`src/design/gtr_pkg.sv`:
```
// Shared types, character codes and expansion functions for the glob-to-regex translator.
// No dependencies; every other design file uses this package.
package gtr_pkg;

  localparam int BYTE_W = 8;
  localparam int DEF_MAX_ALT_DEPTH = 255;
  localparam int QDEPTH = 4;
  localparam int QAW = $clog2(QDEPTH);
  localparam int LEN_W = 3;
  localparam int CFG_IDX_W = 2;

  localparam logic [BYTE_W-1:0] CH_DOT    = 8'h2E;
  localparam logic [BYTE_W-1:0] CH_BAR    = 8'h7C;
  localparam logic [BYTE_W-1:0] CH_BSL    = 8'h5C;
  localparam logic [BYTE_W-1:0] CH_LBRK   = 8'h5B;
  localparam logic [BYTE_W-1:0] CH_RBRK   = 8'h5D;
  localparam logic [BYTE_W-1:0] CH_LPAR   = 8'h28;
  localparam logic [BYTE_W-1:0] CH_RPAR   = 8'h29;
  localparam logic [BYTE_W-1:0] CH_LBRACE = 8'h7B;
  localparam logic [BYTE_W-1:0] CH_RBRACE = 8'h7D;
  localparam logic [BYTE_W-1:0] CH_COMMA  = 8'h2C;
  localparam logic [BYTE_W-1:0] CH_CARET  = 8'h5E;
  localparam logic [BYTE_W-1:0] CH_DOLLAR = 8'h24;
  localparam logic [BYTE_W-1:0] CH_STAR   = 8'h2A;
  localparam logic [BYTE_W-1:0] CH_SLASH  = 8'h2F;
  localparam logic [BYTE_W-1:0] CH_QMARK  = 8'h3F;
  localparam logic [BYTE_W-1:0] CH_PLUS   = 8'h2B;
  localparam logic [BYTE_W-1:0] CH_NUL    = 8'h00;

  typedef enum logic [1:0] {
    ERR_NONE  = 2'd0,
    ERR_CLOSE = 2'd1,
    ERR_OPEN  = 2'd2,
    ERR_DEPTH = 2'd3
  } err_t;

  typedef enum logic [CFG_IDX_W-1:0] {
    REG_MANY  = 2'd0,
    REG_ONE_A = 2'd1,
    REG_ONE_B = 2'd2,
    REG_FMODE = 2'd3
  } reg_idx_t;

  typedef enum logic [2:0] {
    K_LIT  = 3'd0,
    K_ESC  = 3'd1,
    K_MANY = 3'd2,
    K_ONE  = 3'd3,
    K_END  = 3'd4,
    K_ERR  = 3'd5
  } kind_t;

  typedef struct packed {
    logic              caret;
    kind_t             kind;
    logic              fmode;
    logic [BYTE_W-1:0] data;
    err_t              err;
    logic              done;
  } job_t;

  function automatic logic is_esc(input logic [BYTE_W-1:0] b);
    return (b == CH_DOT) || (b == CH_BAR) || (b == CH_BSL) || (b == CH_LBRK) ||
           (b == CH_RBRK) || (b == CH_LPAR) || (b == CH_RPAR);
  endfunction

  function automatic logic [LEN_W-1:0] body_len(input kind_t k, input logic fm);
    logic [LEN_W-1:0] n;
    unique case (k)
      K_ESC:   n = 3'd2;
      K_MANY:  n = fm ? 3'd5 : 3'd2;
      K_ONE:   n = fm ? 3'd4 : 3'd1;
      default: n = 3'd1;
    endcase
    return n;
  endfunction

  function automatic logic [BYTE_W-1:0] body_byte(input kind_t k, input logic fm,
                                                  input logic [BYTE_W-1:0] d,
                                                  input logic [LEN_W-1:0] j);
    logic [BYTE_W-1:0] b;
    b = CH_NUL;
    unique case (k)
      K_LIT: b = d;
      K_ESC: b = (j == 3'd0) ? CH_BSL : d;
      K_MANY: begin
        if (fm) begin
          unique case (j)
            3'd0:    b = CH_LBRK;
            3'd1:    b = CH_CARET;
            3'd2:    b = CH_SLASH;
            3'd3:    b = CH_RBRK;
            default: b = CH_STAR;
          endcase
        end else begin
          b = (j == 3'd0) ? CH_DOT : CH_STAR;
        end
      end
      K_ONE: begin
        if (fm) begin
          unique case (j)
            3'd0:    b = CH_LBRK;
            3'd1:    b = CH_CARET;
            3'd2:    b = CH_SLASH;
            default: b = CH_RBRK;
          endcase
        end else begin
          b = CH_DOT;
        end
      end
      K_END:   b = CH_DOLLAR;
      default: b = CH_NUL;
    endcase
    return b;
  endfunction

endpackage

```
`src/design/gtr_if.sv`:
```
// Channel interfaces: pattern input, regex output and configuration write.
// Depends on gtr_pkg for field widths.
interface gtr_in_if;
  logic                       valid;
  logic                       ready;
  logic                       cmd;
  logic [gtr_pkg::BYTE_W-1:0] pattern_byte;
  modport source (output valid, output cmd, output pattern_byte, input ready);
  modport sink   (input valid, input cmd, input pattern_byte, output ready);
endinterface

interface gtr_out_if;
  logic                       valid;
  logic                       ready;
  logic [gtr_pkg::BYTE_W-1:0] out_byte;
  logic [1:0]                 error;
  logic                       run_last;
  logic                       pattern_done;
  modport source (output valid, output out_byte, output error, output run_last,
                  output pattern_done, input ready);
  modport sink   (input valid, input out_byte, input error, input run_last,
                  input pattern_done, output ready);
endinterface

interface gtr_cfg_if;
  logic                          valid;
  logic                          ready;
  logic [gtr_pkg::CFG_IDX_W-1:0] index;
  logic [gtr_pkg::BYTE_W-1:0]    data;
  modport source (output valid, output index, output data, input ready);
  modport sink   (input valid, input index, input data, output ready);
endinterface

```
`src/design/gtr_front.sv`:
```
// Front end: config registers, pattern state and classification of each input beat
// into an expansion job. Depends on gtr_pkg and gtr_if.
module gtr_front #(
  parameter int MAX_ALT_DEPTH = gtr_pkg::DEF_MAX_ALT_DEPTH
) (
  input  logic          clk,
  input  logic          rst_n,
  gtr_in_if.sink        in_if,
  gtr_cfg_if.sink       cfg_if,
  output logic          q_push,
  output gtr_pkg::job_t q_job,
  input  logic          q_full
);
  import gtr_pkg::*;

  localparam int DW = $clog2(MAX_ALT_DEPTH + 1);
  localparam logic [DW-1:0] DMAX = DW'(MAX_ALT_DEPTH);

  logic [BYTE_W-1:0] many_r, one_a_r, one_b_r;
  logic              fmode_r;
  logic              at_start_r, at_start_nxt;
  logic              failed_r, failed_nxt;
  logic [DW-1:0]     depth_r, depth_nxt;
  logic              accept;
  logic              mark;
  logic [BYTE_W-1:0] b;

  assign in_if.ready  = !q_full;
  assign cfg_if.ready = 1'b1;
  assign accept = in_if.valid && in_if.ready;
  assign b = in_if.pattern_byte;
  assign mark = (b == many_r) || (b == one_a_r) || (b == one_b_r);

  always_comb begin
    at_start_nxt = at_start_r;
    failed_nxt   = failed_r;
    depth_nxt    = depth_r;
    q_push       = 1'b0;
    q_job.caret  = 1'b0;
    q_job.kind   = K_LIT;
    q_job.fmode  = fmode_r;
    q_job.data   = b;
    q_job.err    = ERR_NONE;
    q_job.done   = 1'b0;
    if (accept) begin
      if (in_if.cmd) begin
        at_start_nxt = 1'b1;
        failed_nxt   = 1'b0;
        depth_nxt    = '0;
        if (!failed_r) begin
          q_push     = 1'b1;
          q_job.done = 1'b1;
          if (depth_r != '0) begin
            q_job.kind = K_ERR;
            q_job.err  = ERR_OPEN;
          end else begin
            q_job.kind  = K_END;
            q_job.caret = at_start_r;
          end
        end
      end else if (!failed_r) begin
        q_push = 1'b1;
        priority if (b == CH_RBRACE && !mark && depth_r == '0) begin
          q_job.kind = K_ERR;
          q_job.err  = ERR_CLOSE;
          failed_nxt = 1'b1;
        end else if (b == CH_LBRACE && !mark && depth_r >= DMAX) begin
          q_job.kind = K_ERR;
          q_job.err  = ERR_DEPTH;
          failed_nxt = 1'b1;
        end else begin
          q_job.caret  = at_start_r;
          at_start_nxt = 1'b0;
          priority if (b == many_r) begin
            q_job.kind = K_MANY;
          end else if (b == one_a_r || b == one_b_r) begin
            q_job.kind = K_ONE;
          end else if (is_esc(b)) begin
            q_job.kind = K_ESC;
          end else if (b == CH_LBRACE) begin
            q_job.data = CH_LPAR;
            depth_nxt  = depth_r + DW'(1);
          end else if (b == CH_RBRACE) begin
            q_job.data = CH_RPAR;
            depth_nxt  = depth_r - DW'(1);
          end else if (b == CH_COMMA) begin
            q_job.data = (depth_r != '0) ? CH_BAR : CH_COMMA;
          end else begin
            q_job.data = b;
          end
        end
      end
    end
  end

  always_ff @(posedge clk) begin
    if (!rst_n) begin
      many_r     <= CH_STAR;
      one_a_r    <= CH_QMARK;
      one_b_r    <= CH_PLUS;
      fmode_r    <= 1'b0;
      at_start_r <= 1'b1;
      failed_r   <= 1'b0;
      depth_r    <= '0;
    end else begin
      at_start_r <= at_start_nxt;
      failed_r   <= failed_nxt;
      depth_r    <= depth_nxt;
      if (cfg_if.valid && cfg_if.ready) begin
        unique case (reg_idx_t'(cfg_if.index))
          REG_MANY:  many_r  <= cfg_if.data;
          REG_ONE_A: one_a_r <= cfg_if.data;
          REG_ONE_B: one_b_r <= cfg_if.data;
          REG_FMODE: fmode_r <= cfg_if.data[0];
        endcase
      end
    end
  end

endmodule

```
`src/design/gtr_queue.sv`:
```
// Short job queue between front end and expander.
// Depends on gtr_pkg for the job type and depth.
module gtr_queue (
  input  logic          clk,
  input  logic          rst_n,
  input  logic          push,
  input  gtr_pkg::job_t push_job,
  input  logic          pop,
  output gtr_pkg::job_t head,
  output logic          full,
  output logic          empty
);
  import gtr_pkg::*;

  job_t           mem [QDEPTH];
  logic [QAW-1:0] wr_ptr_r, rd_ptr_r;
  logic [QAW:0]   count_r, count_nxt;

  assign full  = (count_r == (QAW+1)'(QDEPTH));
  assign empty = (count_r == '0);
  assign head  = mem[rd_ptr_r];

  always_comb begin
    count_nxt = count_r;
    if (push && !pop) begin
      count_nxt = count_r + (QAW+1)'(1);
    end else if (pop && !push) begin
      count_nxt = count_r - (QAW+1)'(1);
    end
  end

  always_ff @(posedge clk) begin
    if (push) begin
      mem[wr_ptr_r] <= push_job;
    end
  end

  always_ff @(posedge clk) begin
    if (!rst_n) begin
      wr_ptr_r <= '0;
      rd_ptr_r <= '0;
      count_r  <= '0;
    end else begin
      count_r <= count_nxt;
      if (push) begin
        wr_ptr_r <= wr_ptr_r + QAW'(1);
      end
      if (pop) begin
        rd_ptr_r <= rd_ptr_r + QAW'(1);
      end
    end
  end

endmodule

```
`src/design/gtr_back.sv`:
```
// Expander: walks the head job one byte per cycle, unless out_if stalls, into the
// output register. Depends on gtr_pkg and gtr_if.
module gtr_back (
  input  logic          clk,
  input  logic          rst_n,
  input  gtr_pkg::job_t head,
  input  logic          q_empty,
  output logic          q_pop,
  gtr_out_if.source     out_if
);
  import gtr_pkg::*;

  logic [LEN_W-1:0]  pos_r;
  logic              out_valid_r;
  logic [BYTE_W-1:0] byte_r;
  err_t              err_r;
  logic              last_r, done_r;
  logic              load;
  logic [LEN_W-1:0]  len, j;
  logic              at_last;
  logic [BYTE_W-1:0] cur_byte;

  assign out_if.valid        = out_valid_r;
  assign out_if.out_byte     = byte_r;
  assign out_if.error        = err_r;
  assign out_if.run_last     = last_r;
  assign out_if.pattern_done = done_r;

  assign load    = !q_empty && (!out_valid_r || out_if.ready);
  assign len     = body_len(head.kind, head.fmode) + LEN_W'(head.caret);
  assign at_last = (pos_r == len - LEN_W'(1));
  assign j       = pos_r - LEN_W'(head.caret);
  assign q_pop   = load && at_last;

  always_comb begin
    if (head.caret && pos_r == '0) begin
      cur_byte = CH_CARET;
    end else begin
      cur_byte = body_byte(head.kind, head.fmode, head.data, j);
    end
  end

  always_ff @(posedge clk) begin
    if (load) begin
      byte_r <= cur_byte;
      err_r  <= head.err;
      last_r <= at_last;
      done_r <= at_last && head.done;
    end
  end

  always_ff @(posedge clk) begin
    if (!rst_n) begin
      pos_r       <= '0;
      out_valid_r <= 1'b0;
    end else begin
      if (load) begin
        out_valid_r <= 1'b1;
        pos_r       <= at_last ? '0 : pos_r + LEN_W'(1);
      end else if (out_if.ready) begin
        out_valid_r <= 1'b0;
      end
    end
  end

endmodule

```
`src/design/glob_to_regex_translator_core.sv`:
```
// Glob-to-regex translator top level: front end, job queue and expander.
// An accepted input beat is queued as a job, and the expander registers its result beats.
// Throughput: one result beat per cycle while the output is ready; an input beat gives
// 1 to 6 result beats, and input stays open while the 4-entry job queue has room.
// Reset: synchronous, active low; clears pattern state and queue, restores config defaults.
module glob_to_regex_translator_core #(
  parameter int MAX_ALT_DEPTH = gtr_pkg::DEF_MAX_ALT_DEPTH
) (
  input  logic      clk,
  input  logic      rst_n,
  gtr_in_if.sink    in_if,
  gtr_cfg_if.sink   cfg_if,
  gtr_out_if.source out_if
);
  import gtr_pkg::*;

  logic q_push, q_pop, q_full, q_empty;
  job_t q_job, q_head;

  gtr_front #(
    .MAX_ALT_DEPTH(MAX_ALT_DEPTH)
  ) u_front (
    .clk    (clk),
    .rst_n  (rst_n),
    .in_if  (in_if),
    .cfg_if (cfg_if),
    .q_push (q_push),
    .q_job  (q_job),
    .q_full (q_full)
  );

  gtr_queue u_queue (
    .clk      (clk),
    .rst_n    (rst_n),
    .push     (q_push),
    .push_job (q_job),
    .pop      (q_pop),
    .head     (q_head),
    .full     (q_full),
    .empty    (q_empty)
  );

  gtr_back u_back (
    .clk     (clk),
    .rst_n   (rst_n),
    .head    (q_head),
    .q_empty (q_empty),
    .q_pop   (q_pop),
    .out_if  (out_if)
  );

  a_no_push_full: assert property (@(posedge clk) disable iff (!rst_n)
    q_push |-> !q_full) else $error("push into full job queue");

  a_pop_nonempty: assert property (@(posedge clk) disable iff (!rst_n)
    q_pop |-> !q_empty) else $error("pop from empty job queue");

  a_err_single: assert property (@(posedge clk) disable iff (!rst_n)
    (out_if.valid && out_if.error != ERR_NONE) |-> (out_if.run_last && out_if.out_byte == '0))
    else $error("error beat not a lone zero beat");

  a_done_last: assert property (@(posedge clk) disable iff (!rst_n)
    (out_if.valid && out_if.pattern_done) |-> out_if.run_last)
    else $error("pattern_done without run_last");

endmodule

```
`src/flat_wrapper.sv`:
```
// flat-port wrapper written by rule: the top's interface ports become plain ports
module glob_to_regex_translator_core_flat import gtr_pkg::*;
#(
  parameter int MAX_ALT_DEPTH = gtr_pkg::DEF_MAX_ALT_DEPTH
)
  (clk, rst_n, in_if_valid, in_if_cmd, in_if_pattern_byte, in_if_ready, cfg_if_valid, cfg_if_index, cfg_if_data, cfg_if_ready, out_if_valid, out_if_out_byte, out_if_error, out_if_run_last, out_if_pattern_done, out_if_ready);
  gtr_in_if in_if_i ();
  gtr_cfg_if cfg_if_i ();
  gtr_out_if out_if_i ();
  input  logic clk;
  input  logic rst_n;
  input wire logic [$bits(in_if_i.valid)-1:0] in_if_valid;
  input wire logic [$bits(in_if_i.cmd)-1:0] in_if_cmd;
  input wire logic [$bits(in_if_i.pattern_byte)-1:0] in_if_pattern_byte;
  output wire logic [$bits(in_if_i.ready)-1:0] in_if_ready;
  input wire logic [$bits(cfg_if_i.valid)-1:0] cfg_if_valid;
  input wire logic [$bits(cfg_if_i.index)-1:0] cfg_if_index;
  input wire logic [$bits(cfg_if_i.data)-1:0] cfg_if_data;
  output wire logic [$bits(cfg_if_i.ready)-1:0] cfg_if_ready;
  output wire logic [$bits(out_if_i.valid)-1:0] out_if_valid;
  output wire logic [$bits(out_if_i.out_byte)-1:0] out_if_out_byte;
  output wire logic [$bits(out_if_i.error)-1:0] out_if_error;
  output wire logic [$bits(out_if_i.run_last)-1:0] out_if_run_last;
  output wire logic [$bits(out_if_i.pattern_done)-1:0] out_if_pattern_done;
  input wire logic [$bits(out_if_i.ready)-1:0] out_if_ready;
  assign in_if_i.valid = in_if_valid;
  assign in_if_i.cmd = in_if_cmd;
  assign in_if_i.pattern_byte = in_if_pattern_byte;
  assign in_if_ready = in_if_i.ready;
  assign cfg_if_i.valid = cfg_if_valid;
  assign cfg_if_i.index = cfg_if_index;
  assign cfg_if_i.data = cfg_if_data;
  assign cfg_if_ready = cfg_if_i.ready;
  assign out_if_valid = out_if_i.valid;
  assign out_if_out_byte = out_if_i.out_byte;
  assign out_if_error = out_if_i.error;
  assign out_if_run_last = out_if_i.run_last;
  assign out_if_pattern_done = out_if_i.pattern_done;
  assign out_if_i.ready = out_if_ready;
  glob_to_regex_translator_core #(.MAX_ALT_DEPTH(MAX_ALT_DEPTH)) u_core (.clk(clk), .rst_n(rst_n), .in_if(in_if_i), .cfg_if(cfg_if_i), .out_if(out_if_i));
endmodule
```
`config.mk`:
```
export PLATFORM = sky130hd
export DESIGN_NAME = glob_to_regex_translator_core_flat
export DESIGN_NICKNAME = d
export VERILOG_FILES = /design/src/design/gtr_pkg.sv /design/src/design/gtr_if.sv /design/src/design/gtr_front.sv /design/src/design/gtr_queue.sv /design/src/design/gtr_back.sv /design/src/design/glob_to_regex_translator_core.sv /design/src/flat_wrapper.sv
export SDC_FILE = /design/constraint.sdc
export NUM_CORES = 1
export LEC_CHECK = 0
export BUFFER_PORTS_ARGS = -buffer_cell sky130_fd_sc_hd__buf_2
export CELL_PAD_IN_SITES_DETAIL_PLACEMENT = 1
export CELL_PAD_IN_SITES_GLOBAL_PLACEMENT = 1
export CORE_MARGIN = 4
export CORE_UTILIZATION = 49
export CTS_CLUSTER_DIAMETER = 150
export DETAILED_ROUTE_END_ITERATION = 10
export GPL_TIMING_DRIVEN = 0
export PLACE_DENSITY = 0.84
export SYNTH_ARGS = -nofsm -noshare
export SYNTH_HDL_FRONTEND = slang
export SYNTH_SLANG_ARGS = --single-unit
```
`constraint.sdc`:
```
create_clock -name clk -period 5.16 [get_ports clk]
set_input_delay 1.29 -clock clk [delete_from_list [all_inputs] [get_ports clk]]
set_output_delay 1.29 -clock clk [all_outputs]
set_load 0.05 [all_outputs]
```
== After elaboration in Yosys (flattened, before gate mapping) ==
Memories as Yosys holds them, arrays and structs flattened. A register that Yosys moved wholly into a read port is not among the register bits.
Cells that the tools add are included.
Widths: inputs -> output; s select.

* Bits in registers: 58
* Memory bits (writable): 64
* Input bits: 24
* Output and inout port bits: 15
* Logic and storage cells: 171
* Memories: 1

* $add $sub $neg: 10
* $lt $le $gt $ge: 1
* Equality and inequality tests: 31
* Muxes and demuxes: 69
* Reductions and logical operators: 43

{| class="wikitable"
|+ Memory list
! memory !! words !! bits a word !! rd ports !! clocked after memory_dff !! wr ports !! RTL line !! text
|-
| u_core.u_queue.mem || 4 || 16 || 1 || 1 || 1 || gtr_queue.sv:15 || <nowiki>job_t mem [QDEPTH];</nowiki>
|}

{| class="wikitable"
|+ Operators with widths
! kind !! count
|-
| $mux 8 || 21
|-
| $eq 8x7->1 const B || 6
|-
| $pmux 8 s5 || 1
|-
| $eq 8x6->1 const B || 4
|-
| $pmux 7 s4 || 1
|-
| $mux 3 || 9
|-
| $eq 8x8->1 || 3
|-
| $pmux 7 s3 || 1
|-
| $mux 1 || 20
|-
| $mux 2 || 8
|-
| $mux 4 || 4
|-
| $eq 3x2->1 const B || 4
|-
| $logic_not 3->1 || 4
|-
| $ne 2x2->1 const B || 6
|-
| $logic_and 1x1->1 || 11
|-
| $mux 11 || 1
|-
| $logic_or 1x1->1 || 10
|-
| $mux 10 || 1
|-
| $pmux 3 s3 || 1
|-
| $add 8x1->8 const B || 1
|-
| $ge 8x8->1 const B || 1
|-
| $logic_not 8->1 || 1
|-
| $reduce_and 2->1 || 4
|-
| $reduce_and 8->1 || 1
|-
| other kinds (18) || 30
|}

== Longest topological paths before layout ==
Gate-level depths: netlist (run 1).

* Word-level depth: 15
* Gate-level depth with buffers: 18
* Gate-level depth less buffers: 17

== Hierarchy ==
From an unflattened synthesis (run 1), not the netlist that was laid out.

* Cell total of the unflattened synthesis: 501
* Area, all modules: 6034.5 um^2

{| class="wikitable"
|+ Modules (own cells, without submodules)
! module !! times used !! cells an instance !! area an instance (um^2) !! seq. area each (um^2)
|-
| gtr_queue || 1 || 127 || 2791.4 || 2102.0
|-
| gtr_front || 1 || 276 || 2235.9 || 700.7
|-
| gtr_back || 1 || 98 || 1007.2 || 440.4
|}

== Worst setup path before layout (run 1) ==
Ideal clock, no wire load.

* Path kind: input -> register
* Start point: input in_if_pattern_byte[7]
* End point: register u_core.u_front.depth_r[7]
* Setup time: 120 ps
* Arrival: 3743 ps
* Data required time: 5040 ps
* Path slack: 1297 ps
* Stages on the path: 12
* Buffers on the path: 1
* Path through: buf_2 > nand4b_1 > nor3_2 > inv_1 > ha_1 > a21oi_1 > o2111ai_1 > a21o_1 > a21oi_1 > xnor2_1 > and3_1 > o31a_1

* Longest elaborated chain between the ends: 9
* Elaborated cells on any way between the ends: 41
* Classes of those cells: eq/ne (17); mux (8); reduce/logical (16)

{| class="wikitable"
|+ Ends and longest elaborated chain
! what !! RTL line !! text
|-
| start: declaration || flat_wrapper.sv:14 || <nowiki>input wire logic [$bits(in_if_i.pattern_byte)-1:0] in_if_pattern_byte;</nowiki>
|-
| $eq 8x7->1, or another cell as far along || gtr_front.sv:67, gtr_front.sv:80 ||
|-
| $mux 8 / $logic_or 1x1->1 (equally long branches) || gtr_front.sv:80, gtr_pkg.sv:63 ||
|-
| $mux 8 / $logic_or 1x1->1 (equally long branches) || gtr_front.sv:78, gtr_pkg.sv:63 ||
|-
| $mux 8 / $logic_or 1x1->1 (equally long branches) || gtr_front.sv:76, gtr_pkg.sv:63 ||
|-
| $mux 8 / $logic_or 1x1->1 (equally long branches) || gtr_front.sv:74, gtr_pkg.sv:63 ||
|-
| $mux 8 / $logic_or 1x1->1 (equally long branches) || gtr_front.sv:67, gtr_pkg.sv:64 ||
|-
| $mux 8 / $logic_or 1x1->1 (equally long branches) || gtr_front.sv:63, gtr_pkg.sv:64 ||
|-
| $mux 8 / $ne 2x2->1 (equally long branches) || n/a ||
|-
| $mux 8 / $reduce_and 8->1 (equally long branches) || n/a ||
|-
| end signal: assignment || gtr_front.sv:108 || <nowiki>depth_r <= depth_nxt;</nowiki>
|-
| end: declaration || gtr_front.sv:23 || <nowiki>logic [DW-1:0] depth_r, depth_nxt;</nowiki>
|}

Several ways; a longest one is shown, not always the timed one. The select of a mux whose other input is x is not followed.
A chain may end at the register's enable or synchronous reset.

==> summary.txt, run 1 <==
Timing
  • Number of setup violations in the final report: 0
  • Fin. Hold Viols: 0
  • Pins Over Slew Limit: 0
  • Setup tns final: 0 ps
  • Slew Limit Headroom: 39.5%
  • Crit path time final: 3960 ps
  • Worst Tran Pin Value: between 900 and 1000 ps
  • Unrepaired setup endpoints after global routing: no
  • Final worst setup slack: 1200 ps
  • Fin crit share: 76.8%
  • Fmax: 252 MHz
  • Clk_skew: 9.14 ps

Die
  • Die X-Extent: 117 um
  • Die Y: 117 um
  • Die area: 13800 um2
  • # IOs: 39
  • Core area: 11600 um2
  • Std-Cell Rows: 39
  • Starting density of the core: between 50% and 60%

Synthesis
  • EDFF count, synth: 76
  • YS warnings: 0
  • Ranking of synthesized cells by area: edfxtp_1 39%, dfxtp_1 16%, mux4_2 5.4%, xor2_1 4.9%, ha_1 3.6%
  • Cell count after synthesis: 490
  • Synth Cell Area: 5870 um2
  • Ys flop type: edfxtp_1
  • Syn avg cell area: 12.0 um2
  • Async SR Flop Fraction: 0%
  • Cell variety after synth: 58
  • Leading area contributor after synthesis: edfxtp_1
  • Yosys top cell area share: 38.9%
  • Number of synthesized register bits: 124
  • Seq/Total Area, Yosys: 55.3%
  • Synth Net Count: 533

Worst setup path
  • CP Class: reg -> reg
  • Crit path cell chain: buf_6, mux4_2, and2b_1, and2_1, nor2_1, nor2_1, ha_1, ha_1, xor2_1, xnor2_2, nor3b_4, inv_1, ha_1, inv_1, fa_1, xor2_1, or3_1, a21oi_1
  • Worst EP required: between 5000 and 6000 ps
  • CP Buf/Inv Count: 3
  • Top delay family on crit path: simple AND/OR/NAND/NOR gates
  • Startpoint Class: flip-flop
  • Slowest stage delay, CP: 590 ps
  • Top cell by count, worst path: ha_1
  • Crit path DAT: 4310 ps
  • CP endpoint kind: flip-flop
  • Worst reg-to-reg setup slack: 1200 ps
  • Critical-path cell with the highest stage delay: mux4_2
  • Crit Path Max Fanout: 7

Clock network
  • Post-cts resize count: 0
  • CTS tree: built
  • Longest Clk Path Bufs: 2
  • H-tree depth: 4
  • Worst skew pair latency: about 420 ps
  • TritonCTS Buffers: 17
  • Worst-path clk slew: 60 ps
  • Clock sink total: 124
  • CTS Root Buffer Type: clkbuf_16
  • CTS Hold Bufs: 0
  • Setup Fix Bufs, Post-CTS: 0

Global routing
  • Overflow after GRT: 0
  • All-Layer GR Usage: 21.2%
  • Global-route wire length before repair: 22600 um
  • Largest net degree at the start of global routing: 17
  • Initial antenna violation count: 0
  • Vias in the first global route: 4325

Final layout
  • Area Growth Syn to Fin: 17.0%
  • Ratio of cells with drive above 1 in the final layout: 16.9%
  • Ant. Diodes: 0
  • Final core occ: 59.4%
  • Final nets: 580

Detailed routing
  • Antenna Nets Post-Route: 0
  • First drt pass iteration count: 4
  • DRC viols: 0
  • Iteration-0 DRC count of the detailed router: around 230
  • Via-per-instance ratio: 5.82
  • Mean routed wirelength per cell: roughly 20 um
  • Final WL: around 14000 um
  • Routed vias: between 4000 and 5000

Power
  • Pwr Density: 521 nW/um2
  • Int Pwr: 2470 uW
  • Sequential power share: between 30% and 40%
  • Clk network pwr share: 38.3%
  • Sw Share: between 30% and 40%
  • P_sw: between 1000 and 1500 uW
  • Pleak: about 0.0027 uW
  • Worst vdd ir: 0.224 mV
  • Gate power share: 26.0%

Flow run
  • Max-cap violations: 0

Place
  • Quantity of I/O buffers inserted on ports: 28
  • Gpl congestion: 0.796
  • Hpwl dp: 9400 um
  • Pre-CTS WS: 741 ps

Hold path
  • Type of the most critical hold path: reg -> reg

Outcome
  • Status: completed
[power by group through the flow]
stage | Clock, uW | Combinational, uW | Sequential (uW)
2_1_floorplan | 0 | 521 | 1470
3_3_place_gp | 0 | 880 | 1290
3_5_place_dp | 0 | 918 | 1300
4_1_cts | 1390 | 934 | 1280
5_1_grt | 1440 | 1010 | 1290
6_report | 1370 | 931 | 1280
[final cells by class]
| class | count | area [um2] |
|---|---|---|
| timing repair buffer | 28 | 140 |
| clock inverter | 15 | 250 |
| inverter | 20 | 75.1 |
| buffer | 25 | 116 |
| multi-input combinational | 321 | 2430 |
| fill | 1169 | 4700 |
| tap | 143 | 179 |
| sequential | 124 | 3240 |
| clock buffer | 17 | 425 |
[Yosys cell counts, types with 3 or more instances]
cell type	number
edfxtp_1	76
a21oi_1	22
mux2i_1	20
xor2_1	33
and2_1	8
nand2b_1	5
nand3_1	14
o21ai_0	13
nor3b_1	3
buf_2	9
clkbuf_1	13
nor2b_1	4
inv_1	18
nor3_1	7
mux4_2	14
or3_1	3
nand3b_1	6
ha_1	17
xnor2_1	8
nand2_1	46
and3_1	3
dfxtp_1	48
nor2_1	36
o2bb2ai_1	6
nor4_1	12
[final timing paths]
path,from,to,cells after the start
hold reg to reg,u_core.u_front.one_a_r[6]$_SDFFE_PN0P_,u_core.u_front.one_a_r[6]$_SDFFE_PN0P_,2
hold / removal,u_core.u_front.one_a_r[6]$_SDFFE_PN0P_,u_core.u_front.one_a_r[6]$_SDFFE_PN0P_,2
setup / recovery,flip-flop,u_core.u_queue.count_r[2]$_SDFFE_PN0P_,18
setup reg to reg,flip-flop,u_core.u_queue.count_r[2]$_SDFFE_PN0P_,18
[kinds of logic after synthesis]
kind of cell / count (synthesis) / synth area share [%]
DFF: 124 / 55.3
muxes: 36 / 9.68
other: 1 / 0.0639
and+or+nand+nor: 163 / 14.5
xor gates and xnor gates: 42 / 6.40
AOI/OAI and AO/OA: 60 / 6.44
adders and majority gates: 19 / 4.31
buffers and inverters: 45 / 3.26
[placed cells by master, fill, tap and decap left out, types with 4 or more instances in the layout]
cell / Yosys / layout
edfxtp_1: 76 / 76
dfxtp_1: 48 / 48
nand2_1: 46 / 46
buf_2: 9 / 37
nor2_1: 36 / 36
xor2_1: 33 / 33
a21oi_1: 22 / 21
mux2i_1: 20 / 20
inv_1: 18 / 18
ha_1: 17 / 17
clkbuf_16: 0 / 17
mux4_2: 14 / 14
nand3_1: 14 / 14
clkbuf_1: 13 / 13
o21ai_0: 13 / 13
nor4_1: 12 / 12
and2_1: 8 / 8
xnor2_1: 8 / 8
nor3_1: 7 / 7
bufinv_16: 0 / 7
nand3b_1: 6 / 6
o2bb2ai_1: 6 / 6
clkinv_1: 2 / 5
nand2b_1: 5 / 5
nor2b_1: 4 / 4
clkinv_2: 0 / 4
[worst register-to-register path, stage by stage, from the launching register on]
cell	delay, ps
dfxtp_1	340
buf_6	150
mux4_2	600
and2b_1	250
and2_1	160
nor2_1	50
nor2_1	90
ha_1	160
ha_1	150
xor2_1	230
xnor2_2	180
nor3b_4	110
inv_1	80
ha_1	190
inv_1	70
fa_1	460
xor2_1	190
or3_1	310
a21oi_1	140
[through the flow]
stage | cells | total power, uW | hold slack (ps) | cell area [um2]
after global routing | 693 | 3750 | 513 | 6860
after global placement | 661 | 2170 | 451 | 6180
after CTS | 693 | 3610 | 488 | 6860
after detailed placement | 661 | 2210 | 479 | 6190
final | 693 | 3580 | 494 | 6860
after floorplan | 490 | 1990 | 448 | 5870
[routing by layer]
layer	track usage [%]	part of all wire (%)	vias up
met5	0	0	-
met4	8.28	2.3	0
met3	5.97	4.7	26
met2	37.1	52	108
met1	24.8	41	2029
li1	-	-	1867
[registers in the layout, indices dropped and copies added (netlist names), named ones only]
signal                             count
u_core.u_front.many_r                  8
u_core.u_back.out_if.pattern_done      1
u_core.u_front.at_start_r              1
u_core.u_queue.wr_ptr_r                2
u_core.u_queue.rd_ptr_r                2
u_core.u_back.pos_r                    3
u_core.u_back.out_if.run_last          1
u_core.u_front.depth_r                 8
u_core.u_front.fmode_r                 1
u_core.u_back.out_if.valid             1
u_core.u_queue.mem                    64
u_core.u_back.out_if.error             2
u_core.u_front.failed_r                1
u_core.u_front.one_b_r                 8
u_core.u_queue.count_r                 3
u_core.u_back.out_if.out_byte          8
u_core.u_front.one_a_r                 8
No activity file was read; power rests on OpenSTA's default activity.
==> run 2: changes to the inputs <==
--- a/config.mk
+++ b/config.mk
@@ -9,11 +9,11 @@
 export CELL_PAD_IN_SITES_DETAIL_PLACEMENT = 1
 export CELL_PAD_IN_SITES_GLOBAL_PLACEMENT = 1
 export CORE_MARGIN = 4
-export CORE_UTILIZATION = 49
+export CORE_UTILIZATION = 44
 export CTS_CLUSTER_DIAMETER = 150
 export DETAILED_ROUTE_END_ITERATION = 10
 export GPL_TIMING_DRIVEN = 0
-export PLACE_DENSITY = 0.84
+export PLACE_DENSITY = 0.8
 export SYNTH_ARGS = -nofsm -noshare
 export SYNTH_HDL_FRONTEND = slang
 export SYNTH_SLANG_ARGS = --single-unit
==> constraint.sdc (replaced) <==
create_clock -name clk -period 3.6 [get_ports clk]
set_input_delay 0.9 -clock clk [delete_from_list [all_inputs] [get_ports clk]]
set_output_delay 0.9 -clock clk [all_outputs]
set_load 0.05 [all_outputs]
==> run 2 against run 1 <==
The run now ends with setup timing left. Sequential cell count is the same. Global-route usage down 1.7 points. First-iteration DRC count is 11% lower. Combinational power rose by 55%. Non-clock buffer count grew 7. Wire length down 3.0%. Worst hold slack got worse by 17 ps. Largest cell class unchanged.
==> summary.txt, run 2 (same netlist as run 1, synthesis figures left out) <==
Detailed routing
  • DR WL met3: 505 um
  • DRC viols: 0
  • Routed vias: 3944
  • Met2 routed WL: 7080 um
  • DRT met1 WL: ~5700 um
  • Final WL: 13500 um
  • Iteration-0 DRC count of the detailed router: 205
  • Mean routed wirelength per cell: 18.5 um
  • Via-per-instance ratio: 5.41
  • Antenna Nets Post-Route: 0
  • First drt pass iteration count: 4
  • Top routing layer used: met4

Place
  • Gpl congestion: approximately 0.86
  • Quantity of I/O buffers inserted on ports: 28
  • Hpwl dp: 9720 um
  • Pre-CTS WS: -386 ps

Global routing
  • Initial antenna violation count: 0
  • Global-route wire length before repair: 22100 um
  • Overflow after GRT: 0
  • Vias in the first global route: 4186
  • Largest net degree at the start of global routing: 17
  • All-Layer GR Usage: 19.5%

Final layout
  • Ant. Diodes: 0
  • Final nets: 587
  • Area Growth Syn to Fin: 18.8%
  • Most frequent cells in the layout: 76 x edfxtp_1, 47 x dfxtp_1, 46 x nand2_1
  • Ratio of cells with drive above 1 in the final layout: 20.8%
  • Max reg flops: 64
  • Most flop-heavy register: u_core.u_queue.mem
  • Leading cell type in the layout, fill and taps excluded: edfxtp_1

Worst setup path
  • Top cell by count, worst path: ha_2
  • Crit Path Max Fanout: 6
  • Startpoint Class: flip-flop
  • Slowest stage delay, CP: 530 ps
  • Crit path cell chain: buf_6, mux4_2, and2b_1, and2_4, nor2_2, nor2_1, ha_2, ha_4, xor2_4, xnor2_2, nor3b_4, inv_1, ha_2, inv_2, fa_2, xor2_2, or3_4, a21oi_2
  • Critical-path cell with the highest stage delay: mux4_2
  • CP Class: reg -> reg
  • Worst reg-to-reg setup slack: -80 ps
  • Crit path DAT: 4020 ps
  • Top delay family on crit path: simple AND/OR/NAND/NOR gates
  • CP Buf/Inv Count: 3
  • Worst EP required: 3940 ps
  • CP endpoint kind: flip-flop

Timing
  • Pins Over Slew Limit: 0
  • Final worst setup slack: -78.4 ps
  • Final hold slack: around 480 ps
  • Number of setup violations in the final report: 1
  • Setup tns final: -78.4 ps
  • Slew Limit Headroom: 39.3%
  • Fmax: 272 MHz
  • Unrepaired setup endpoints after global routing: yes
  • Fin. Hold Viols: 0
  • Clk_skew: 8.61 ps
  • Worst Tran Pin Value: 910 ps
  • Crit path time final: 3680 ps
  • Fin crit share: 102%

Die
  • Core area: 12800 um2
  • Die Y: ~120 um
  • # IOs: 39
  • Die area: 15200 um2
  • Die X-Extent: 123 um
  • Std-Cell Rows: 41
  • Starting density of the core: 45.7%

Power
  • Worst vdd ir: 0.300 mV
  • Tot Pwr: between 5000 and 6000 uW
  • Pleak: between 0.002 and 0.003 uW
  • Pwr Density: slightly above 700 nW/um2

Outcome
  • Status: finished with violations
  • Violated checks: setup timing

Clock network
  • Clock sink total: 124
  • CTS Hold Bufs: 0
  • TritonCTS Buffers: 17
  • Longest Clk Path Bufs: 2
  • Worst-path clk slew: approximately 60 ps
  • CTS Root Buffer Type: clkbuf_16
  • CTS tree: built
  • H-tree depth: 4
  • Worst skew pair latency: around 420 ps

Hold path
  • Type of the most critical hold path: reg -> reg

Flow run
  • Max-cap violations: 0
==> run 2: cell count changes in the layout (fill, tap and decap cells not counted), moves of 2 or more <==
cell and delta:
xor2_1 -3, inv_2 +2, clkinvlp_4 +4, ha_1 -3
inv_1 -2, buf_4 +9, ha_2 +2, xor2_2 +2
bufinv_16 -3
==> run 2: worst paths after layout <==
kind | startpoint | endpoint | cells past startpoint
setup / recovery | flip-flop | u_core.u_queue.count_r[2]$_SDFFE_PN0P_ | 18
setup reg to reg | flip-flop | u_core.u_queue.count_r[2]$_SDFFE_PN0P_ | 18
hold reg to reg | u_core.u_front.one_a_r[7]$_SDFFE_PN0P_ | u_core.u_front.one_a_r[7]$_SDFFE_PN0P_ | 2
hold / removal | u_core.u_front.one_a_r[7]$_SDFFE_PN0P_ | u_core.u_front.one_a_r[7]$_SDFFE_PN0P_ | 2
==> run 2: metrics by stage <==
step | area [um2] | std cells | util (%)
global route | 6970 | 729 | 54.3
global placement | 6240 | 690 | 48.6
CTS | 6930 | 728 | 54.0
floorplan | 5880 | 490 | -
detailed placement | 6240 | 690 | 48.7
finish | 6970 | 729 | 54.3
==> run 2: layout make-up <==
class / instances / area, um2
Buffer: 23 / 109
Fill cell: 1337 / 5860
Timing Repair Buffer: 37 / 208
Multi-Input combinational cell: 321 / 2510
Inverter: 20 / 75.1
Tap cell: 172 / 215
Sequential cell: 124 / 3240
Clock inverter: 14 / 176
Clock buffer: 18 / 429
==> run 2: worst register-to-register path: stages, from the launching register on <==
cell and delay (ps):
dfxtp_2 320, buf_6 130, mux4_2 530, and2b_1 230
and2_4 150, nor2_2 30, nor2_1 100, ha_2 210
ha_4 160, xor2_4 170, xnor2_2 160, nor3b_4 80
inv_1 80, ha_2 180, inv_2 40, fa_2 350
xor2_2 160, or3_4 370, a21oi_2 150
==> run 2: what timing repair did <==
item	CTS	global route
gates resized for setup	9	5
buffers inserted	7	2
pin swaps	9	5
endpoints found under the setup margin	2	3
==> run 2: power breakdown <==
part / leakage, uW / switching, uW / internal [uW]
combinational: 0.00129 / 920 / 519
sequential: 0.00110 / 82.0 / 1750
clock: 0.000284 / 605 / 1140
total: 0.00267 / 1610 / 3420
==> run 2: metal layers <==
| layer | vias to the layer above | track usage, % |
|---|---|---|
| li1 | 1879 | - |
| met1 | 1971 | 23.7 |
| met2 | 81 | 34.0 |
| met3 | 13 | 4.44 |
| met4 | 0 | 6.92 |
| met5 | - | 0 |
==> run 3: changes to the inputs <==
==> constraint.sdc (replaced) <==
create_clock -name clk -period 3.3 [get_ports clk]
set_input_delay 0.825 -clock clk [delete_from_list [all_inputs] [get_ports clk]]
set_output_delay 0.825 -clock clk [all_outputs]
set_load 0.05 [all_outputs]
==> run 3 against run 2 <==
Power is 5.6% higher. Non-clock buffer count increased by 2. Highest routed layer unchanged. Sequential power rose by 9%. Die area is the same. Via count rose by 0.51%. Register-to-register slack got worse by 160 ps. Final cell count is 0.27% higher. The run still ends with setup timing left. Clock skew up 1.9 ps. Clock power hardly changed. Clock-buffer cell count up 5. Cell area fell by 0.81%. First-iteration DRC count is 20% higher.
==> summary.txt, run 3 (same netlist as run 1, synthesis figures left out) <==
Detailed routing
  • Mean routed wirelength per cell: 19.2 um
  • Routed vias: 3964
  • First drt pass iteration count: 4
  • Antenna Nets Post-Route: 0
  • DRC viols: 0
  • Iteration-0 DRC count of the detailed router: 247
  • Via-per-instance ratio: ~5.4
  • Final WL: between 10000 and 15000 um

Worst setup path
  • Top delay family on crit path: simple AND/OR/NAND/NOR gates
  • CP Buf/Inv Count: 3
  • CP endpoint: u_core.u_queue.count_r[2]$_SDFFE_PN0P_
  • Slowest stage delay, CP: roughly 530 ps
  • Critical-path cell with the highest stage delay: mux4_2
  • Startpoint Class: flip-flop
  • Crit Path Max Fanout: 6
  • Reg2reg end: u_core.u_queue.count_r[2]$_SDFFE_PN0P_
  • Worst EP required: 3650 ps
  • Crit path cell chain: buf_6, mux4_2, and2b_2, and2_4, nor2_2, nor2_1, ha_2, ha_4, xor2_2, xnor2_2, nor3b_4, inv_2, ha_4, inv_2, fa_2, xor2_1, or3_4, a21oi_2
  • R2R cell count: 18
  • CP Depth: 18
  • CP endpoint kind: flip-flop
  • Crit path DAT: 3890 ps
  • Worst reg-to-reg setup slack: -240 ps
  • CP Class: reg -> reg

Die
  • Die X-Extent: about 120 um
  • # IOs: 39
  • Std-Cell Rows: 41
  • Die area: 15200 um2
  • Core area: 12800 um2
  • Starting density of the core: 45.7%
  • Die Y: ~120 um

Clock network
  • CTS Hold Bufs: 0
  • CTS tree: built
  • TritonCTS Buffers: 17
  • Worst-path clk slew: 50 ps
  • H-tree depth: 4
  • Clock sink total: 124
  • Longest Clk Path Bufs: 2
  • Worst skew pair latency: roughly 420 ps
  • CTS Root Buffer Type: clkbuf_16

Flow run
  • Max-cap violations: 0

Global routing
  • Overflow after GRT: 0
  • All-Layer GR Usage: ~20%
  • Largest net degree at the start of global routing: 17
  • Global-route wire length before repair: 22900 um
  • Initial antenna violation count: 0
  • Vias in the first global route: ~4400

Hold path
  • Type of the most critical hold path: reg -> reg

Outcome
  • Violated checks: setup timing
  • Status: finished with violations

Place
  • Quantity of I/O buffers inserted on ports: 28
  • Hpwl dp: 9670 um
  • Area post-placement: 6260 um2
  • Gpl congestion: 0.845

Final layout
  • Final core occ: 53.9%
  • Area Growth Syn to Fin: 17.9%
  • Most frequent cells in the layout: 76 x edfxtp_1, 47 x dfxtp_1, 46 x nand2_1
  • Leading cell type in the layout, fill and taps excluded: edfxtp_1
  • Final nets: 589
  • Ratio of cells with drive above 1 in the final layout: about a fifth
  • Max reg flops: 64
  • Ant. Diodes: 0
  • Final non-filler cell area: 6910 um2
  • Most flop-heavy register: u_core.u_queue.mem

Timing
  • Clk_skew: 10.6 ps
  • Worst Tran Pin Value: roughly 910 ps
  • Setup tns final: -414 ps
  • Fin. Hold Viols: 0
  • Fin crit share: 107%
  • Pins Over Slew Limit: 0
  • Fmax: 283 MHz
  • Crit path time final: 3540 ps
  • Unrepaired setup endpoints after global routing: yes
  • Final worst setup slack: -237 ps
  • Number of setup violations in the final report: 2
  • Slew Limit Headroom: 39.1%

Power
  • Pwr Density: between 700 and 800 nW/um2
  • Worst vdd ir: 0.367 mV
  • Tot Pwr: 5310 uW
  • Pleak: 0.00267 uW
run 3: cell count changes in the layout (fill, tap and decap cells not counted), sizes merged:
cell | before | now
clkbuf | 29 | 35
clkinvlp | 4 | 0
bufinv | 4 | 1
clkinv | 8 | 10
buf | 49 | 50
run 3: report_power, final:
part	switching, uW	total, uW	internal [uW]
combinational	998	1550	556
sequential	87.9	2000	1910
clock	644	1750	1110
run 3: final cells by class:
cell class | count | area (um2)
Buffer | 24 | 113
Multi-Input combinational cell | 321 | 2490
Timing Repair Buffer | 38 | 215
Tap cell | 172 | 215
Inverter | 20 | 75.1
Sequential cell | 124 | 3240
Clock buffer | 23 | 489
Clock inverter | 9 | 67.6
Fill cell | 1348 | 5910
run 3: how the worst min path moves through the flow:
stage,cells past startpoint,from,to
2_1_floorplan,2,u_core.u_front.one_a_r[6]$_SDFFE_PN0P_,u_core.u_front.one_a_r[6]$_SDFFE_PN0P_
3_3_place_gp,2,u_core.u_back.out_if.valid$_SDFFE_PN0P_,u_core.u_back.out_if.valid$_SDFFE_PN0P_
3_5_place_dp,2,u_core.u_front.one_a_r[6]$_SDFFE_PN0P_,u_core.u_front.one_a_r[6]$_SDFFE_PN0P_
4_1_cts,2,u_core.u_front.one_a_r[6]$_SDFFE_PN0P_,u_core.u_front.one_a_r[6]$_SDFFE_PN0P_
5_1_grt,2,u_core.u_front.one_a_r[7]$_SDFFE_PN0P_,u_core.u_front.one_a_r[7]$_SDFFE_PN0P_
6_report,2,u_core.u_front.one_a_r[6]$_SDFFE_PN0P_,u_core.u_front.one_a_r[6]$_SDFFE_PN0P_
run 3: repair_timing:
item                                    CTS  global route
pin swaps                                 5             7
hold endpoints to repair                  0             0
buffers inserted                          7             3
endpoints found under the setup margin    3             6
gates resized for setup                   1             6
run 3: metal layers:
layer	global-route usage (%)	wire, um
met1	23.4	5800
met4	9.20	367
met2	34.5	7220
met5	0	0
met3	5.12	617
run 3: worst reg2reg max path: stages (launching register included):
cell and delay [ps]:
dfxtp_2 320, buf_6 120, mux4_2 530, and2b_2 240, and2_4 150, nor2_2 70, nor2_1 40, ha_2 190
ha_4 160, xor2_2 150, xnor2_2 240, nor3b_4 90, inv_2 70, ha_4 130, inv_2 40, fa_2 330
xor2_1 160, or3_4 330, a21oi_2 110
run 3: stage by stage:
stage               setup WS [ps]  std cells  hold slack [ps]
global route                 -387        731              510
floorplan                    -121        490              448
finish                       -237        731              485
CTS                          -301        728              482
detailed placement           -491        690              471
global placement             -440        690              456
